==> src/lc_trie_longest_prefix_lookup_assert.svh <==
// Assertion macros for the trie lookup block.
// Depends on nothing; included by the modules that carry assertions.
`ifndef LC_TRIE_LONGEST_PREFIX_LOOKUP_ASSERT_SVH
`define LC_TRIE_LONGEST_PREFIX_LOOKUP_ASSERT_SVH

// Same-cycle implication, disabled while reset is asserted.
`define LCT_ASSERT_IMP(label, clk, rst_n, ante, cons, msg) \
	label: assert property (@(posedge clk) disable iff (!rst_n) (ante) |-> (cons)) \
		else $error(msg);

// Next-cycle implication, disabled while reset is asserted.
`define LCT_ASSERT_NXT(label, clk, rst_n, ante, cons, msg) \
	label: assert property (@(posedge clk) disable iff (!rst_n) (ante) |=> (cons)) \
		else $error(msg);

`endif

==> src/lct_fifo.sv <==
// Small first-in first-out queue built from flops.
// Depends on nothing; used for the command queue and the result queue.
module lct_fifo #(
	parameter int WIDTH = 8,
	parameter int DEPTH = 2
) (
	input  logic             clk,
	input  logic             arst_n,
	input  logic             push,
	output logic             full,
	input  logic [WIDTH-1:0] din,
	input  logic             pop,
	output logic             empty,
	output logic [WIDTH-1:0] dout
);

	localparam int PTR_W = (DEPTH > 1) ? $clog2(DEPTH) : 1;
	localparam int CNT_W = $clog2(DEPTH + 1);

	logic [WIDTH-1:0] mem_q [DEPTH];
	logic [PTR_W-1:0] wr_ptr_q, rd_ptr_q;
	logic [CNT_W-1:0] count_q;
	logic             do_push, do_pop;

	assign full    = (count_q == CNT_W'(DEPTH));
	assign empty   = (count_q == '0);
	assign do_push = push && !full;
	assign do_pop  = pop && !empty;
	assign dout    = mem_q[rd_ptr_q];

	always_ff @(posedge clk or negedge arst_n) begin
		if (!arst_n) begin
			wr_ptr_q <= '0;
			rd_ptr_q <= '0;
			count_q  <= '0;
		end else begin
			if (do_push) begin
				wr_ptr_q <= (wr_ptr_q == PTR_W'(DEPTH - 1)) ? '0 : wr_ptr_q + 1'b1;
			end
			if (do_pop) begin
				rd_ptr_q <= (rd_ptr_q == PTR_W'(DEPTH - 1)) ? '0 : rd_ptr_q + 1'b1;
			end
			case ({do_push, do_pop})
				2'b10:   count_q <= count_q + 1'b1;
				2'b01:   count_q <= count_q - 1'b1;
				default: count_q <= count_q;
			endcase
		end
	end

	always_ff @(posedge clk) begin
		if (do_push) begin
			mem_q[wr_ptr_q] <= din;
		end
	end

endmodule

==> config.mk <==
export PLATFORM = sky130hd
export DESIGN_NAME = lct_fifo
export DESIGN_NICKNAME = d
export VERILOG_FILES = /design/src/lc_trie_longest_prefix_lookup_assert.svh /design/src/lct_fifo.sv
export SDC_FILE = /design/constraint.sdc
export NUM_CORES = 1
export LEC_CHECK = 0
export ABC_AREA = 1
export BUFFER_PORTS_ARGS = -buffer_cell sky130_fd_sc_hd__buf_2
export CORE_UTILIZATION = 30
export CTS_CLUSTER_DIAMETER = 50
export DETAILED_ROUTE_END_ITERATION = 8
export HOLD_SLACK_MARGIN = 0.03
export PLACE_DENSITY = 0.61
export SETUP_SLACK_MARGIN = 0.1
export SLEW_MARGIN = 0
export SYNTH_ARGS = -nofsm -noshare
export SYNTH_HDL_FRONTEND = slang
export SYNTH_SLANG_ARGS = --single-unit
==> constraint.sdc <==
create_clock -name clk -period 3.48 [get_ports clk]
set_input_delay 0.348 -clock clk [delete_from_list [all_inputs] [get_ports clk]]
set_output_delay 0.348 -clock clk [all_outputs]
set_load 0.01 [all_outputs]
== Word level (Yosys, flattened, before mapping) ==
Memory sizes are Yosys's and may differ from the RTL's.
Cells that the tools add are included.

* Bits in registers: 4
* Bits in writable memories: 16
* Bits of input ports: 12
* Output and inout bits: 10
* Logic and storage cells: 22
* Memories: 1

* $add $sub $neg: 4
* Eq/ne operators: 3
* Multiplexer cells: 5
* Reduce and logical (&&, ||, !) cells: 6

{| class="wikitable"
|+ Memories
! name !! depth !! width !! rd ports !! clocked after Yosys merged registers in !! write ports !! RTL line !! text
|-
| mem_q || 2 || 8 || 1 || 0 || 1 || lct_fifo.sv:20 || <nowiki>logic [WIDTH-1:0] mem_q [DEPTH];</nowiki>
|}

{| class="wikitable"
|+ Operator list
! kind !! number
|-
| 2-bit == test, second input constant || 2
|-
| 1-bit 2-to-1 mux || 4
|-
| 2-bit one-hot mux with 2 select lines || 1
|-
| 1-bit adder, second input constant || 2
|-
| 2-bit by 1-bit adder with 2-bit output, second input constant || 1
|-
| 2-bit by 1-bit == test with 1-bit output, second input constant || 1
|-
| 1-bit logical AND || 2
|-
| 1-bit zero test || 2
|-
| 2-bit zero test || 1
|-
| 2-bit nonzero test || 1
|-
| 2-bit by 1-bit subtractor with 2-bit output, second input constant || 1
|}

== Depth between registers and ports, before layout ==
* Depth after elaboration: 5
* Mapped depth: 10
* Mapped depth without buffers: 10

== Least setup slack after synthesis ==
No wires, ideal clock.

* Path type: reg-to-reg
* Start: register count_q[1]
* End: memory mem_q[1][0] (enable)
* Library setup time: 0.371 ns
* Arrival: 0.940 ns
* Required time: 3.109 ns
* Path slack: 2.170 ns
* Stages on the path, launching flop included: 4
* Path buffers: 0
* Period minus slack after synthesis: 1.310 ns
* Cells stage by stage: dfrtp_1 > inv_1 > o21ai_2 > nor2_1

* Cells in the longest elaborated chain, start to end: 5

{| class="wikitable"
|+ RTL lines
! element !! RTL line !! text
|-
| start: declaration || lct_fifo.sv:22 || <nowiki>logic [CNT_W-1:0] count_q;</nowiki>
|-
| start signal: assignment || lct_fifo.sv:44 || <nowiki>2'b10: count_q <= count_q + 1'b1;</nowiki>
|-
| start signal: assignment || lct_fifo.sv:45 || <nowiki>2'b01: count_q <= count_q - 1'b1;</nowiki>
|-
| start signal: assignment || lct_fifo.sv:46 || <nowiki>default: count_q <= count_q;</nowiki>
|-
| 2-bit == test || lct_fifo.sv:25 || <nowiki>assign full = (count_q == CNT_W'(DEPTH));</nowiki>
|-
| 1-bit zero test || lct_fifo.sv:27 || <nowiki>assign do_push = push && !full;</nowiki>
|-
| 1-bit logical AND || lct_fifo.sv:27 ||
|-
| 1-bit 2-to-1 mux || lct_fifo.sv:52 || <nowiki>if (do_push) begin</nowiki>
|-
| 1-bit 2-to-1 mux (not written as such) || lct_fifo.sv:53 || <nowiki>mem_q[wr_ptr_q] <= din;</nowiki>
|-
| end: declaration || lct_fifo.sv:20 ||
|}

No other way between the ends.

== Worst setup path in the final report ==
* Start: register rd_ptr_q
* End: output dout[1]

* Cells in the longest elaborated chain, start to end: 1

{| class="wikitable"
|+ RTL lines
! element !! RTL line !! text
|-
| start: declaration || lct_fifo.sv:21 || <nowiki>logic [PTR_W-1:0] wr_ptr_q, rd_ptr_q;</nowiki>
|-
| start signal: assignment || lct_fifo.sv:41 || <nowiki>rd_ptr_q <= (rd_ptr_q == PTR_W'(DEPTH - 1)) ? '0 : rd_ptr_q + 1'b1;</nowiki>
|-
| memory 2 x 8 bit || -- ||
|-
| end: declaration || lct_fifo.sv:14 || <nowiki>output logic [WIDTH-1:0] dout</nowiki>
|}

No other way between the ends.

==> reports/metrics.yaml <==
status:
  status: "finished, final reports clean"
place:
  dp_hpwl_um: 1060
  gp_congestion: 0.643
  dp.cells: 124
  place_area_um2: 955
  port_buffers: 21
  place_ws_ps: 1990
setup_path:
  worstPathMaxFanout: 10
  crit_arrival_ps: 1310
  worst_setup_path_start_kind: "register"
  reg2reg_depth: 3
  reg2reg_slack_ps: 2000
  path_class: "register to output port"
  end_kind: "output port"
  crit-reg2reg-launch: "count_q[1]"
  r2r-end: "mem_q[1][3]"
  required_ps: 3130
synth:
  ys_seq_area_share_pct: 71.1
  syn_area_per_cell_um2: 11.0
  synth_seq_cells: 20
  synth_warnings: 0
  synth_top_area_cell: "edfxtp_1"
  synthCells: 74
  synth_top_area_share_pct: 58.8
  syn_nets: 87
  syn_area_um2: 817
  synth_cell_types: 14
  synth_area_leaders: "edfxtp_1 59%, nand2_1 15%, dfrtp_1 12%"
cells_and_area:
  final_common_cell: "nand2_1"
  syn_to_final_growth_pct: 24.5
  finalInstanceArea_um2: 1020
  antenna_cells: 0
  fin_util_pct: 40.3
  seqCellArea_um2: 581
  fin_nets: 113
  drive_gt1_share_pct: 32.3
  fillers: 262
  fin_cells: 129
  layout_common_cells: "32 x nand2_1, 21 x buf_2, 16 x edfxtp_1"
  multi_input_area_um2: 194
clock_tree:
  cts_root_buffer: "clkbuf_4"
  clock_latency_ps: 290
  clk_pin_slew_ps: 110
  cts_made_buffers: 3
  clkSinkCount: 20
  htree_levels: 1
  cts_buffer_depth: 2
  cts_tree: "built"
  postCtsSetupBuffers: 0
  cts_resized: 0
pwr:
  irDropWorstVdd_mv: 0.526
  p_total_mw: 0.857
  powerDensity_nw_per_um2: 843
  seqPwrFrac_pct: 43.9
  leakage_nw: 0.488
  p_switching_mw: 0.299
  power_frac_clock_pct: 21.7
  p_int_mw: 0.559
  switching_share_pct: 34.8
  comb_power_share_pct: 34.4
die:
  ios: 22
  chipWidth_um: 54.2
  rows: 18
  core_area_um2: 2520
  dieArea_um2: 2940
  die_h_um: 54.2
  start_util_pct: 32.4
timing:
  finalCriticalPeriod_ps: 1660
  timing.final.ws_setup_ps: 1820
  fmax_mhz: 603
  setup_viol: 0
  tightest_slew_ps: 636
  period_share_pct: 47.7
  maxSlewViolCount: 0
  hold_viol_final: 0
  relSlewSlack_pct: 57.5
  fin_skew_ps: 4.17
  rsz0062_at_grt: "false"
  whs_ps: 235
  tns_ps: 0
route:
  vias_per_cell: 4.32
  postRouteAntennaNets: 0
  wl_per_cell_um: 10.8
  drt_iter0_drc: 11
  first_pass_iters: 2
  drc: 0
  routed_wl_um: 1390
  vias: 557
global_route:
  grt.total_usage_pct: 11.1
  grt_pass1_vias: 562
  grt_start_max_net_pins: 13
  grt_pass1_wl_um: 2300
  antenna_found_initial: 0
  grt_remaining_overflow: 0
worst_hold_path:
  holdPathStages: 1
  min_to: "mem_q[1][0]"
  hold_start: "din[0]"
  hp-class: "primary input to register"
job:
  drv_cap: 0
-- worst max-delay path, stage by stage, from the launching register on --
cell and delay, ps:
dfrtp_1 570, inv_2 180, nand2_1 90, nand2_1 40, buf_2 130
-- kinds of logic (layout without fill, tap and decap cells) --
kind of cell,count (synthesis),in the layout,share of synthesized area [%]
AND/OR/NAND/NOR,40,40,20.1
flip-flops,20,20,71.1
buffers and inverters,11,36,5.21
adder cells (fa/ha/maj),1,1,1.53
AO/OA/AOI/OAI,1,1,1.07
XOR/XNOR,1,1,1.07
-- layer usage --
metal  global-route usage [%]  routed length, µm  up-vias  part of all wire [%]
met3                     2.54                 72        0                   5.2
met4                     3.85                  0        0                     0
li1                         -                  -      288                     -
met5                        0                  0        -                     0
met2                     19.1                638       17                    46
met1                     13.6                681      252                    49
-- worst max path at each step --
stage	start	cells past startpoint	to	slack [ps]
2_1_floorplan	count_q[1]	3	mem_q[1][0]	2170
3_3_place_gp	count_q[1]	3	mem_q[1][4]	2030
3_5_place_dp	count_q[1]	3	mem_q[1][4]	1990
4_1_cts	rd_ptr_q	4	dout[1]	1790
5_1_grt	rd_ptr_q	4	dout[2]	1710
6_report	rd_ptr_q	4	dout[1]	1820
-- sequential cells by signal, summed over array words and instances, names as in the netlist --
signal	cells
mem_q	16
count_q	2
rd_ptr_q	1
wr_ptr_q	1
-- synthesized netlist by cell type --
library cell  number
buf_2              1
edfxtp_1          16
inv_1              7
nand3_1            3
o21ai_2            1
ha_1               1
nand4_1            1
inv_2              3
xnor2_1            1
nand2_2            2
nor2_2             1
nand2_1           32
nor2_1             1
dfrtp_1            4
-- power by group through the flow --
stage	Clock (mW)	Combinational, mW	Sequential, mW
2_1_floorplan	0	0.216	0.359
3_3_place_gp	0	0.290	0.380
3_5_place_dp	0	0.300	0.383
4_1_cts	0.190	0.301	0.378
5_1_grt	0.197	0.345	0.386
6_report	0.186	0.295	0.376
-- layout make-up --
class | count | share of cell area, %
Clock inverter | 1 | 2.95
Inverter | 10 | 3.69
Clock buffer | 3 | 2.21
Multi-Input combinational cell | 43 | 19.1
Sequential cell | 20 | 57.1
Timing Repair Buffer | 22 | 11.3
Tap cell | 30 | 3.69
-- timing repair --
action | 4_1_cts | 5_1_grt
setup endpoints to repair | 0 | 0
hold endpoints to repair | 4 | 0
hold buffers | 1 | 0
Note: power is estimated with default switching activity, not from simulation.
