## src/lc_trie_longest_prefix_lookup_assert.svh

```systemverilog
// Assertion macros for the trie lookup block.
// Depends on nothing; included by the modules that carry assertions.
`ifndef LC_TRIE_LONGEST_PREFIX_LOOKUP_ASSERT_SVH
`define LC_TRIE_LONGEST_PREFIX_LOOKUP_ASSERT_SVH

// Same-cycle implication, disabled while reset is asserted.
`define LCT_ASSERT_IMP(label, clk, rst_n, ante, cons, msg) \
	label: assert property (@(posedge clk) disable iff (!rst_n) (ante) |-> (cons)) \
		else $error(msg);

// Next-cycle implication, disabled while reset is asserted.
`define LCT_ASSERT_NXT(label, clk, rst_n, ante, cons, msg) \
	label: assert property (@(posedge clk) disable iff (!rst_n) (ante) |=> (cons)) \
		else $error(msg);

`endif

```

## src/lct_pkg.sv

```systemverilog
// Shared types and constants for the trie lookup block.
// Depends on nothing; imported by every module of the block but lct_fifo.
package lct_pkg;

	localparam int INDEX_W = 12;
	localparam int SKIP_W  = 5;
	localparam int CHILD_W = 12;
	localparam int LEN_W   = 6;
	localparam int PORT_W  = 8;
	localparam int ADDR_W  = 32;
	localparam int POS_W   = 7;
	// wide enough to compare any index against a table size up to 2**20
	localparam int RANGE_W = 21;

	typedef enum logic [1:0] {
		KIND_NODE_WR = 2'd0,
		KIND_LEAF_WR = 2'd1,
		KIND_LOOKUP  = 2'd2
	} kind_t;

	typedef enum logic [1:0] {
		OP_NODE_WR = 2'd0,
		OP_LEAF_WR = 2'd1,
		OP_LOOKUP  = 2'd2
	} op_t;

	typedef enum logic [1:0] {
		STATUS_MATCH     = 2'd0,
		STATUS_DEFAULT   = 2'd1,
		STATUS_MALFORMED = 2'd2
	} status_t;

	typedef enum logic [2:0] {
		BK_IDLE,
		BK_NODE,
		BK_STEP,
		BK_LEAF,
		BK_EMIT
	} back_state_t;

	typedef struct packed {
		logic [SKIP_W-1:0]  skip;
		logic [SKIP_W-1:0]  branch;
		logic [CHILD_W-1:0] child;
		logic               valid;
	} node_entry_t;

	typedef struct packed {
		logic [ADDR_W-1:0] prefix;
		logic [LEN_W-1:0]  len;
		logic [PORT_W-1:0] port;
	} leaf_entry_t;

	typedef struct packed {
		op_t                op;
		logic [INDEX_W-1:0] index;
		node_entry_t        node;
		leaf_entry_t        leaf;
		logic [ADDR_W-1:0]  address;
	} cmd_t;

	typedef struct packed {
		logic [PORT_W-1:0] port;
		status_t           status;
	} result_t;

endpackage

```

## src/lct_fifo.sv

```systemverilog
// Small first-in first-out queue built from flops.
// Depends on nothing; used for the command queue and the result queue.
module lct_fifo #(
	parameter int WIDTH = 8,
	parameter int DEPTH = 2
) (
	input  logic             clk,
	input  logic             arst_n,
	input  logic             push,
	output logic             full,
	input  logic [WIDTH-1:0] din,
	input  logic             pop,
	output logic             empty,
	output logic [WIDTH-1:0] dout
);

	localparam int PTR_W = (DEPTH > 1) ? $clog2(DEPTH) : 1;
	localparam int CNT_W = $clog2(DEPTH + 1);

	logic [WIDTH-1:0] mem_q [DEPTH];
	logic [PTR_W-1:0] wr_ptr_q, rd_ptr_q;
	logic [CNT_W-1:0] count_q;
	logic             do_push, do_pop;

	assign full    = (count_q == CNT_W'(DEPTH));
	assign empty   = (count_q == '0);
	assign do_push = push && !full;
	assign do_pop  = pop && !empty;
	assign dout    = mem_q[rd_ptr_q];

	always_ff @(posedge clk or negedge arst_n) begin
		if (!arst_n) begin
			wr_ptr_q <= '0;
			rd_ptr_q <= '0;
			count_q  <= '0;
		end else begin
			if (do_push) begin
				wr_ptr_q <= (wr_ptr_q == PTR_W'(DEPTH - 1)) ? '0 : wr_ptr_q + 1'b1;
			end
			if (do_pop) begin
				rd_ptr_q <= (rd_ptr_q == PTR_W'(DEPTH - 1)) ? '0 : rd_ptr_q + 1'b1;
			end
			case ({do_push, do_pop})
				2'b10:   count_q <= count_q + 1'b1;
				2'b01:   count_q <= count_q - 1'b1;
				default: count_q <= count_q;
			endcase
		end
	end

	always_ff @(posedge clk) begin
		if (do_push) begin
			mem_q[wr_ptr_q] <= din;
		end
	end

endmodule

```

## src/lct_front.sv

```systemverilog
// Front end: accepts input items, classifies them and queues commands.
// Depends on lct_pkg and lct_fifo.
module lct_front import lct_pkg::*; #(
	parameter int NODE_ENTRIES = 4096,
	parameter int LEAF_ENTRIES = 4096
) (
	input  logic               clk,
	input  logic               arst_n,
	input  logic               push,
	output logic               full,
	input  logic [1:0]         kind,
	input  logic [INDEX_W-1:0] entry_index,
	input  logic [SKIP_W-1:0]  node_skip,
	input  logic [SKIP_W-1:0]  node_branch,
	input  logic [CHILD_W-1:0] node_child,
	input  logic               node_child_valid,
	input  logic [ADDR_W-1:0]  leaf_prefix,
	input  logic [LEN_W-1:0]   leaf_prefix_len,
	input  logic [PORT_W-1:0]  leaf_port,
	input  logic [ADDR_W-1:0]  address,
	input  logic               cmd_pop,
	output logic               cmd_empty,
	output cmd_t               cmd
);

	logic               accept;
	logic               keep;
	logic               node_in_range, leaf_in_range;
	logic [RANGE_W-1:0] index_ext;
	cmd_t               cmd_in;
	logic [$bits(cmd_t)-1:0] cmd_raw;

	assign accept    = push && !full;
	assign index_ext = RANGE_W'(entry_index);
	assign node_in_range = (index_ext < RANGE_W'(NODE_ENTRIES));
	assign leaf_in_range = (index_ext < RANGE_W'(LEAF_ENTRIES));

	// Drop unknown kinds and writes beyond the table; they leave no trace.
	always_comb begin
		cmd_in.index        = entry_index;
		cmd_in.node.skip    = node_skip;
		cmd_in.node.branch  = node_branch;
		cmd_in.node.child   = node_child;
		cmd_in.node.valid   = node_child_valid;
		cmd_in.leaf.prefix  = leaf_prefix;
		cmd_in.leaf.len     = leaf_prefix_len;
		cmd_in.leaf.port    = leaf_port;
		cmd_in.address      = address;
		cmd_in.op           = OP_LOOKUP;
		keep                = 1'b0;
		case (kind_t'(kind))
			KIND_NODE_WR: begin
				cmd_in.op = OP_NODE_WR;
				keep      = node_in_range;
			end
			KIND_LEAF_WR: begin
				cmd_in.op = OP_LEAF_WR;
				keep      = leaf_in_range;
			end
			KIND_LOOKUP: begin
				cmd_in.op = OP_LOOKUP;
				keep      = 1'b1;
			end
			default: begin
				keep = 1'b0;
			end
		endcase
	end

	lct_fifo #(
		.WIDTH ($bits(cmd_t)),
		.DEPTH (2)
	) u_cmd_fifo (
		.clk    (clk),
		.arst_n (arst_n),
		.push   (accept && keep),
		.full   (full),
		.din    (cmd_in),
		.pop    (cmd_pop),
		.empty  (cmd_empty),
		.dout   (cmd_raw)
	);

	assign cmd = cmd_t'(cmd_raw);

endmodule

```

## config.mk

```make
export PLATFORM = sky130hd
export DESIGN_NAME = lct_front
export DESIGN_NICKNAME = d
export VERILOG_FILES = /design/src/lc_trie_longest_prefix_lookup_assert.svh /design/src/lct_pkg.sv /design/src/lct_fifo.sv /design/src/lct_front.sv
export SDC_FILE = /design/constraint.sdc
export NUM_CORES = 1
export LEC_CHECK = 0
export BUFFER_PORTS_ARGS = -buffer_cell sky130_fd_sc_hd__buf_2
export CORE_MARGIN = 1.5
export CORE_UTILIZATION = 52
export DETAILED_ROUTE_END_ITERATION = 7
export PLACE_DENSITY = 0.79
export SLEW_MARGIN = 20
export SYNTH_ARGS = -nofsm -noshare
export SYNTH_HDL_FRONTEND = slang
export SYNTH_SLANG_ARGS = --single-unit
```

## constraint.sdc

```tcl
create_clock -name clk -period 7.5 [get_ports clk]
set_clock_uncertainty 0.15 [all_clocks]
set_input_delay 1.5 -clock clk [delete_from_list [all_inputs] [get_ports clk]]
set_output_delay 1.5 -clock clk [all_outputs]
set_load 0.05 [all_outputs]
```

Word-level counts from Yosys, hierarchy flattened
Memory sizes are Yosys's and may differ from the RTL's.
Cells that the tools add are included.
- logic and storage cells: 31
- memory bits (read-only): 0
- RAM bits: 230
- input port bits: 119
- memories: 1
- output and inout port bits: 117
- flip-flop bits (word level): 4
- bits in latches: 0
- $lt $le $gt $ge: 1
- bitwise gates (word level): 0
- add/subtract/negate cells: 4
- multipliers: 0
- shift operators: 0
- reductions and logical operators: 10
- divide/modulo/power cells: 0
- equality and inequality tests: 5
- mux-type cells: 7
- memory list (memory ; words ; bits a word ; read ports ; clocked after memory_dff ; write ports ; line ; RTL):
    u_cmd_fifo.mem_q ; 2 ; 115 ; 1 ; 0 ; 1 ; lct_fifo.sv:20 ; logic [WIDTH-1:0] mem_q [DEPTH];
- operators by type and width (cell ; number):
    $lt A12 B13 Y1 const B ; 1
    $pmux W2 S2 ; 2
    $eq A2 B2 Y1 const B ; 3
    $eq A2 B1 Y1 const B ; 2
    $logic_and A1 B1 Y1 ; 4
    $logic_not A2 Y1 ; 2
    $mux W1 ; 4
    $add A1 B1 Y1 const B ; 2
    $add A2 B1 Y2 const B ; 1
    $logic_not A1 Y1 ; 2
    $pmux W1 S2 ; 1
    $reduce_bool A2 Y1 ; 1
    $reduce_or A2 Y1 ; 1
    $sub A2 B1 Y2 const B ; 1

Depth between registers and ports, before layout
Gate-level depths: netlist of the first run.
- depth in word-level cells: 7
- mapped depth: 6
- mapped depth without buffers: 6

Modules after synthesis
Synthesis of the first run repeated with hierarchy kept, for this count alone.
- cell total of the unflattened synthesis: 380
- area, all modules: 8674.6 sq um
- modules (own cells, without submodules) (module ; times used ; area an instance (sq um) ; cells an instance ; seq. area each (sq um)):
    lct_fifo ; 1 ; 8648.3 ; 376 ; 7006.7
    lct_front ; 1 ; 26.3 ; 4 ; 0.0

Worst setup path after synthesis of the first run
No wires, ideal clock.
- kind: input to register
- start point: in kind[0]
- end point: mem u_cmd_fifo.mem_q[0][0] (netlist name) (enable)
- required time: 6759 ps
- arrival: 6503 ps
- cell stages on the path: 3
- path slack: 256 ps
- library setup time: 591 ps
- path buffers: 0
- cell sequence: nand2_1 > nand3b_1 > nor2_1
- cells in the longest elaborated chain, start to end: 7
- elaborated cells between the ends (all ways): 9
- those cells by class: 2 x eq/ne; 3 x mux; 4 x reduce/logical
- RTL lines (item ; line ; RTL):
    start, declared ; lct_front.sv:11 ; input logic [1:0] kind,
    $eq A2 B1 Y1 / $logic_not A2 Y1 (equally long branches) ; lct_front.sv:51 ; case (kind_t'(kind))
    $reduce_or A2 Y1 (no source line) ; - ;
    $pmux W1 S2 (*) ; lct_front.sv:51 ;
    $logic_and A1 B1 Y1 (*) ; lct_front.sv:76 ; .push (accept && keep),
    $logic_and A1 B1 Y1 (*) ; lct_fifo.sv:27 ; assign do_push = push && !full;
    $mux W1 (*) ; lct_fifo.sv:52 ; if (do_push) begin
    $mux W1 (not written as such) (*) ; lct_fifo.sv:53 ; mem_q[wr_ptr_q] <= din;
    end, declared ; lct_fifo.sv:20 ;
Every way passes the cells marked *; elsewhere a longest branch is shown, timed or not.

==> results list, run 1 <==
- Result of the run: finished clean
* Total chip power: 4780 uW
* Worst hold path type: flip-flop to flip-flop
* Wire length of the first global-routing pass: 24.2 mm
- Routability-driven placement congestion ratio: 0.749
- Busiest layer in global routing: met2
- The initial antenna violation count came to 3.
- Setup repair after global routing left no endpoint under its margin.
* Largest net degree at the start of global routing: 64
* Count of distinct cell types in the synthesized netlist: 15
- Root buffer selected by CTS: clkbuf_16
* Cells after synthesis: 379
* Crit path required time: 5.85 ns
* Cell row count: 47
* Post-synth net total: 499
- In this design, the largest share of critical-path delay is due to buffers and inverters.
- On the worst path, the slowest cell contributes a delay of 0.98 ns.
* Post-DR vias/cell: 5.04
- Summed over all nets, the half-perimeter wirelength after detailed placement is 10.6 mm.
* Clock transition time at the flip-flop clock pins of the worst setup and hold paths: 0.06 ns
- Final critical-path required period: 4.66 ns
* Final-layout setup total negative slack: 0 ns
- Number of buffers on the longest clock path: 3
- Mean area per synthesized cell: 22.9 um^2
- For this run, global-route usage on met2 was measured as 0.312.
* Total congestion overflow: 0
- Vertical die dimension: 132 um
* Clock tree sinks: 234
- Worst slew pin tran: 0.926 ns
* Fraction of final layout cells with drive strength greater than 1: 0.601
* Critical path class: flip-flop to primary output
- 236 I/O pins were placed.
- For this run, global-route usage on met1 was measured as 0.208.
* Total number of H-tree levels: 1
- Biggest fanout along the worst timing path: 63
* Kind of capture point of the worst setup path: primary output
- The die covers 0.0174 mm^2.
- Number of nets with antenna violations after routing: 0
- DR iter-0 viols: 247
- Across the run, the number of max-cap violations was 0.
* Quantity of gates resized following cts: 0
- The region available for standard cell placement spans 0.0164 mm^2.
* Overall routed net length: 16.0 mm
* Non-filler cells, final: 868
* Share of the cycle needed by the critical path after routing: 0.621
- Synthesized flop and latch total: 234
- Detailed routing inserted a total of 4374 vias.
- LEAKAGE: 0.00413 uW
- Final net count: 751
- Worst slew slack as a fraction of its limit: 0.383
- The number of placed instances, taps included, is 825.
* Type of element launching the critical path: flip-flop
- Number of failing setup endpoints in the final timing report: 0
- After routing the design area is 0.0108 mm^2.
- Met3 capacity usage during global routing: 0.0569
- Pins over their slew limit: 0
- IO Port Bufs: 235
- In this run the post-CTS setup repair buffer count came out at 0.
* Synthesis-to-layout area growth: 24.3%
- Clock tree synthesis inserted a total of 24 buffers.
- GR Util All Layers: 0.179
- The die is 132 um wide.
- In this run the cell area measured after placement is 0.0101 mm^2.
* Combined area of all synthesized cells: 0.00866 mm^2
- The worst-case IR drop observed on VDD is 0.000326 V.
- The hold violation total from the final report came to 0.
- Wire per inst: 18.4 um
- Clock tree from TritonCTS: built
- For the worst-skew pair, the clock arrives at the later sink with an insertion delay of 0.50 ns.
- Cells traversed along the worst timing path: buf_4, mux2_2, buf_2
* Ratio of total power to cell area: 443 mW/mm^2
- The initial utilization of the core area, before any placement, comes to 0.528.
- Syn. warnings: 0
* Crit-path slowest cell: dfrtp_4
- The number of global-route vias before repair came to 4660.
- After detailed routing, the number of remaining DRC violations is 0.
* # hold bufs at CTS: 0
- Worst path arrival time: 3.01 ns
* Number of buffers and inverters on the critical path: 2
- Sequential cell area fraction in the yosys report: 0.809
- Achievable frequency: 0.215 GHz
- Before antenna repair, the detailed router went through 4 iterations.
## cell families (layout without fill, tap and decap cells)
family,Yosys count,after routing,synth area share
mux,115,115,0.167
fa+ha+maj,1,1,0.00144
flops,234,234,0.809
simple gates,9,9,0.00520
buf+inv,15,283,0.0127
other cells,0,1,0
xor+xnor,5,5,0.00506
## path summary, 6_finish.rpt
path | start | to | slack [ns] | depth (start not counted)
hold / removal | u_cmd_fifo.count_q[1] | u_cmd_fifo.count_q[1] | 0.36 | 1
hold reg to reg | u_cmd_fifo.count_q[1] | u_cmd_fifo.count_q[1] | 0.36 | 1
setup / recovery | u_cmd_fifo.rd_ptr_q | cmd[100] | 2.84 | 3
min in group asynchronous | arst_n | u_cmd_fifo.wr_ptr_q | 0.65 | 1
setup reg to reg | u_cmd_fifo.count_q[1] | u_cmd_fifo.mem_q[0][33] | 5.19 | 4
max in group asynchronous | arst_n | u_cmd_fifo.rd_ptr_q | 6.42 | 1
## placed cells by master, fill, tap and decap left out, drive strengths merged
master    instances
buf             240
clkbuf           30
clkinv           10
clkinvlp          2
dfrtp             4
diode             1
edfxtp          230
ha                1
inv               1
mux2            115
nand2             1
nand3b            1
nor2              4
nor2b             3
xnor2             3
xor2              2
## area by class of cell
cell class	instances	area (um^2)
inverter	1	3.75
multi-input combinational	130	1560
tap	220	275
timing repair buffer	240	1210
clock inverter	12	57.6
fill	1157	5640
sequential	234	7010
antenna	1	2.50
clock buffer	30	644
## synth_stat cells (all sizes together)
cell	count	area [um^2]
xor2	2	17.5
nand2	1	3.75
clkbuf	1	3.75
ha	1	12.5
nor2b	3	18.8
dfrtp	4	100
nor2	4	15.0
inv	1	3.75
buf	13	103
mux2	115	1450
xnor2	3	26.3
nand3b	1	7.51
edfxtp	230	6910
## report_power, final
group / total (uW) / switching, uW / leakage [uW] / internal, uW
clock: 1050 / 449 / 0.000339 / 605
sequential: 1840 / 126 / 0.00217 / 1720
combinational: 1880 / 1320 / 0.00162 / 555
## metal layers
metal  wire length (um)  share of wire
met2               8050           0.50
met3               1460          0.092
met5                 25         0.0016
met1               5980           0.37
met4                453          0.028
## sequential cells by signal (all words and copies together) (netlist names)
signal               flops
u_cmd_fifo.count_q       2
u_cmd_fifo.mem_q       230
u_cmd_fifo.rd_ptr_q      1
u_cmd_fifo.wr_ptr_q      1
## stage by stage
step / worst slack, ns / utilization / hold slack, ns
2_1_floorplan: 0.256 / - / 0.306
3_5_place_dp: 3.30 / 0.613 / 0.355
6_report: 2.84 / 0.656 / 0.363
5_1_grt: 2.66 / 0.656 / 0.421
4_1_cts: 2.76 / 0.656 / 0.368
3_3_place_gp: 3.36 / 0.613 / 0.323
No activity file was read; power rests on OpenSTA's default activity.
==> run 2: changes to the inputs <==
==> constraint.sdc (replaced) <==
create_clock -name clk -period 4.6 [get_ports clk]
set_clock_uncertainty 0.15 [all_clocks]
set_input_delay 0.92 -clock clk [delete_from_list [all_inputs] [get_ports clk]]
set_output_delay 0.92 -clock clk [all_outputs]
set_load 0.05 [all_outputs]
==> results list, run 2 (same netlist as run 1, synthesis figures left out) <==
- The initial utilization of the core area, before any placement, comes to 0.528.
- IO Port Bufs: 235
* Die Area: 0.0174 mm^2
- The register with the most flip-flops in the layout has 230 of them.
- Worst path arrival time: 2.48 ns
- The detail route stage leaves a number of antenna-violating nets equal to 0.
- Share of the cycle needed by the critical path after routing: 0.773
* Biggest fanout along the worst timing path: 47
- Register-to-register path setup slack: 2.03 ns
* Unrepaired setup endpoints after global routing: false
* Fillcell total: 1082
- Worst hold path type: primary input to asynchronous set/reset pin
- Derived from the worst setup path, the maximum achievable clock frequency is 0.281 GHz.
- Most frequent cells in the layout: buf_2 (235), edfxtp_1 (230), mux2_2 (75)
* Worst slew slack as a fraction of its limit: 0.480
- For this run the aggregate overflow at the end of global routing stands at 0.
- Wire length of the first global-routing pass: 24.2 mm
- Leaving out filler cells and counting taps, the final layout contains 869.
* Type of element launching the critical path: flip-flop
- Max rail drop VDD: 0.000464 V
- The worst register-to-register path ends at u_cmd_fifo.mem_q[0][72].
* Pins over their slew limit: 0
- Total number of H-tree levels: 1
- Fraction of final layout cells with drive strength greater than 1: 0.606
* Top-level I/O count: 236
- In this run the power density over the cells is 724 mW/mm^2.
* Clock buffers created by TritonCTS: 24
- Final-layout setup total negative slack: 0 ns
* Leading registers by flop count: u_cmd_fifo.mem_q x230, u_cmd_fifo.count_q x2
- The initialized floorplan defines 47 standard-cell rows.
- The startpoint identified for the worst register-to-register timing path is u_cmd_fifo.count_q[1].
- Clock tree sinks: 234
* Number of failing setup endpoints in the final timing report: 0
* Hold Fails Final Rpt: 0
- Routability-driven placement congestion ratio: 0.760
* Max-cap violations: 0
* First element of the critical path: u_cmd_fifo.rd_ptr_q
- Critical path class: flip-flop to primary output
- LEAKAGE: 0.00416 uW
- DR iter-0 viols: 218
* Clock insertion delay at the later pin of the skew report: 0.50 ns
* Via count of the first global-routing pass: 4736
- After detailed placement, the design holds a cell count of 827.
- Clock tree synthesis selected as its root buffer the cell clkbuf_16.
- The worst register-to-register path has a depth of 4.
- The final layout contains routed wiring with a total length of 16.0 mm.
- Antenna violations before repair: 2
- Final hold analysis gives a worst-case slack of 0.0643 ns.
- Compared with the post-synthesis result, the final layout area differs by 25.1%.
* Vertical die dimension: 132 um
- The HPWL after detailed placement is 10.8 mm.
- The smallest clock period supported by the final layout is computed as 3.55 ns.
- The floorplan step set the die width to 132 um.
- GR Util All Layers: 0.179
- The flow ran to the end, and the final reports show no timing, DRC or antenna violations.
- Combined area of the multi-input logic cells: 0.00156 mm^2
- The core region is 0.0164 mm^2.
- The final layout contains 753 nets.
- Worst slew pin tran: 0.777 ns
* Number of buffers on the longest clock path: 3
* Clock tree from TritonCTS: built
- After clock tree synthesis, the clock-pin slew on the worst setup and hold paths is 0.06 ns.
* Commonest non-fill, non-tap cell in the layout: buf_2
- Number of detailed-routing iterations run before antenna repair: 4
* Wire per inst: 18.4 um
* Buffer count from post-CTS setup fixing: 0
- DR DRC count: 0
* Kind of capture point of the worst setup path: primary output
* Area used by sequential logic in the layout: 0.00701 mm^2
* # hold bufs at CTS: 0
- STA puts the critical path data required time at 3.53 ns.
* Largest net degree at the start of global routing: 67
- In this run, post-CTS repair resized a total of 0 instances.
* Vias after detailed routing: 4370
- Largest register by flop count: u_cmd_fifo.mem_q
* Post-DR vias/cell: 5.03
[run 2: changes by cell type in the layout (fill, tap and decap cells not counted)]
cell	before	now
clkinv_4	0	1
buf_12	0	2
clkbuf_1	5	6
clkinv_1	6	2
clkinv_2	4	2
clkinvlp_4	2	0
diode_2	1	2
clkbuf_8	0	4
[run 2: how the worst max path moves through the flow]
stage                                  end  cells after the start
floorplan           u_cmd_fifo.mem_q[0][0]                      3
global placement                   cmd[98]                      3
detailed placement                 cmd[75]                      3
CTS                                cmd[75]                      3
global route                       cmd[74]                      3
finish                            cmd[112]                      3
[run 2: metal layers]
metal / vias to the layer above / global-route usage / wire [um]
met2: 181 / 0.319 / 8370
met3: 27 / 0.0588 / 1400
li1: 2017 / - / -
met5: - / 0 / 0
met1: 2145 / 0.202 / 5900
met4: 0 / 0.0593 / 333
[run 2: report_power, final]
part           internal [uW]  switching, uW  total, uW
combinational            918           2220       3140
clock                   1050            718       1770
sequential              2790            142       2940
total                   4760           3080       7850
[run 2: critical path: stages, from the launching register on]
cell and delay, ns:
dfrtp_4 0.66, buf_4 0.64, mux2_2 0.41, buf_2 0.21
[run 2: per-stage QoR]
stage	cell area, um^2	total power [uW]	worst slack, ns	utilization
after detailed placement	10100	6150	1.53	0.616
after global placement	10100	6080	1.60	0.616
after floorplan	8670	5560	-0.149	-
after CTS	10800	7940	0.986	0.660
final	10800	7850	1.05	0.661
after global routing	10800	8120	0.926	0.660
[run 2: area by class of cell]
type	count	share of cell area
antenna	2	0.000462
clock buffer	35	0.0649
clock inverter	5	0.00242
inverter	1	0.000346
multi-input combinational	130	0.144
sequential	234	0.647
tap	220	0.0254
timing repair buffer	242	0.116
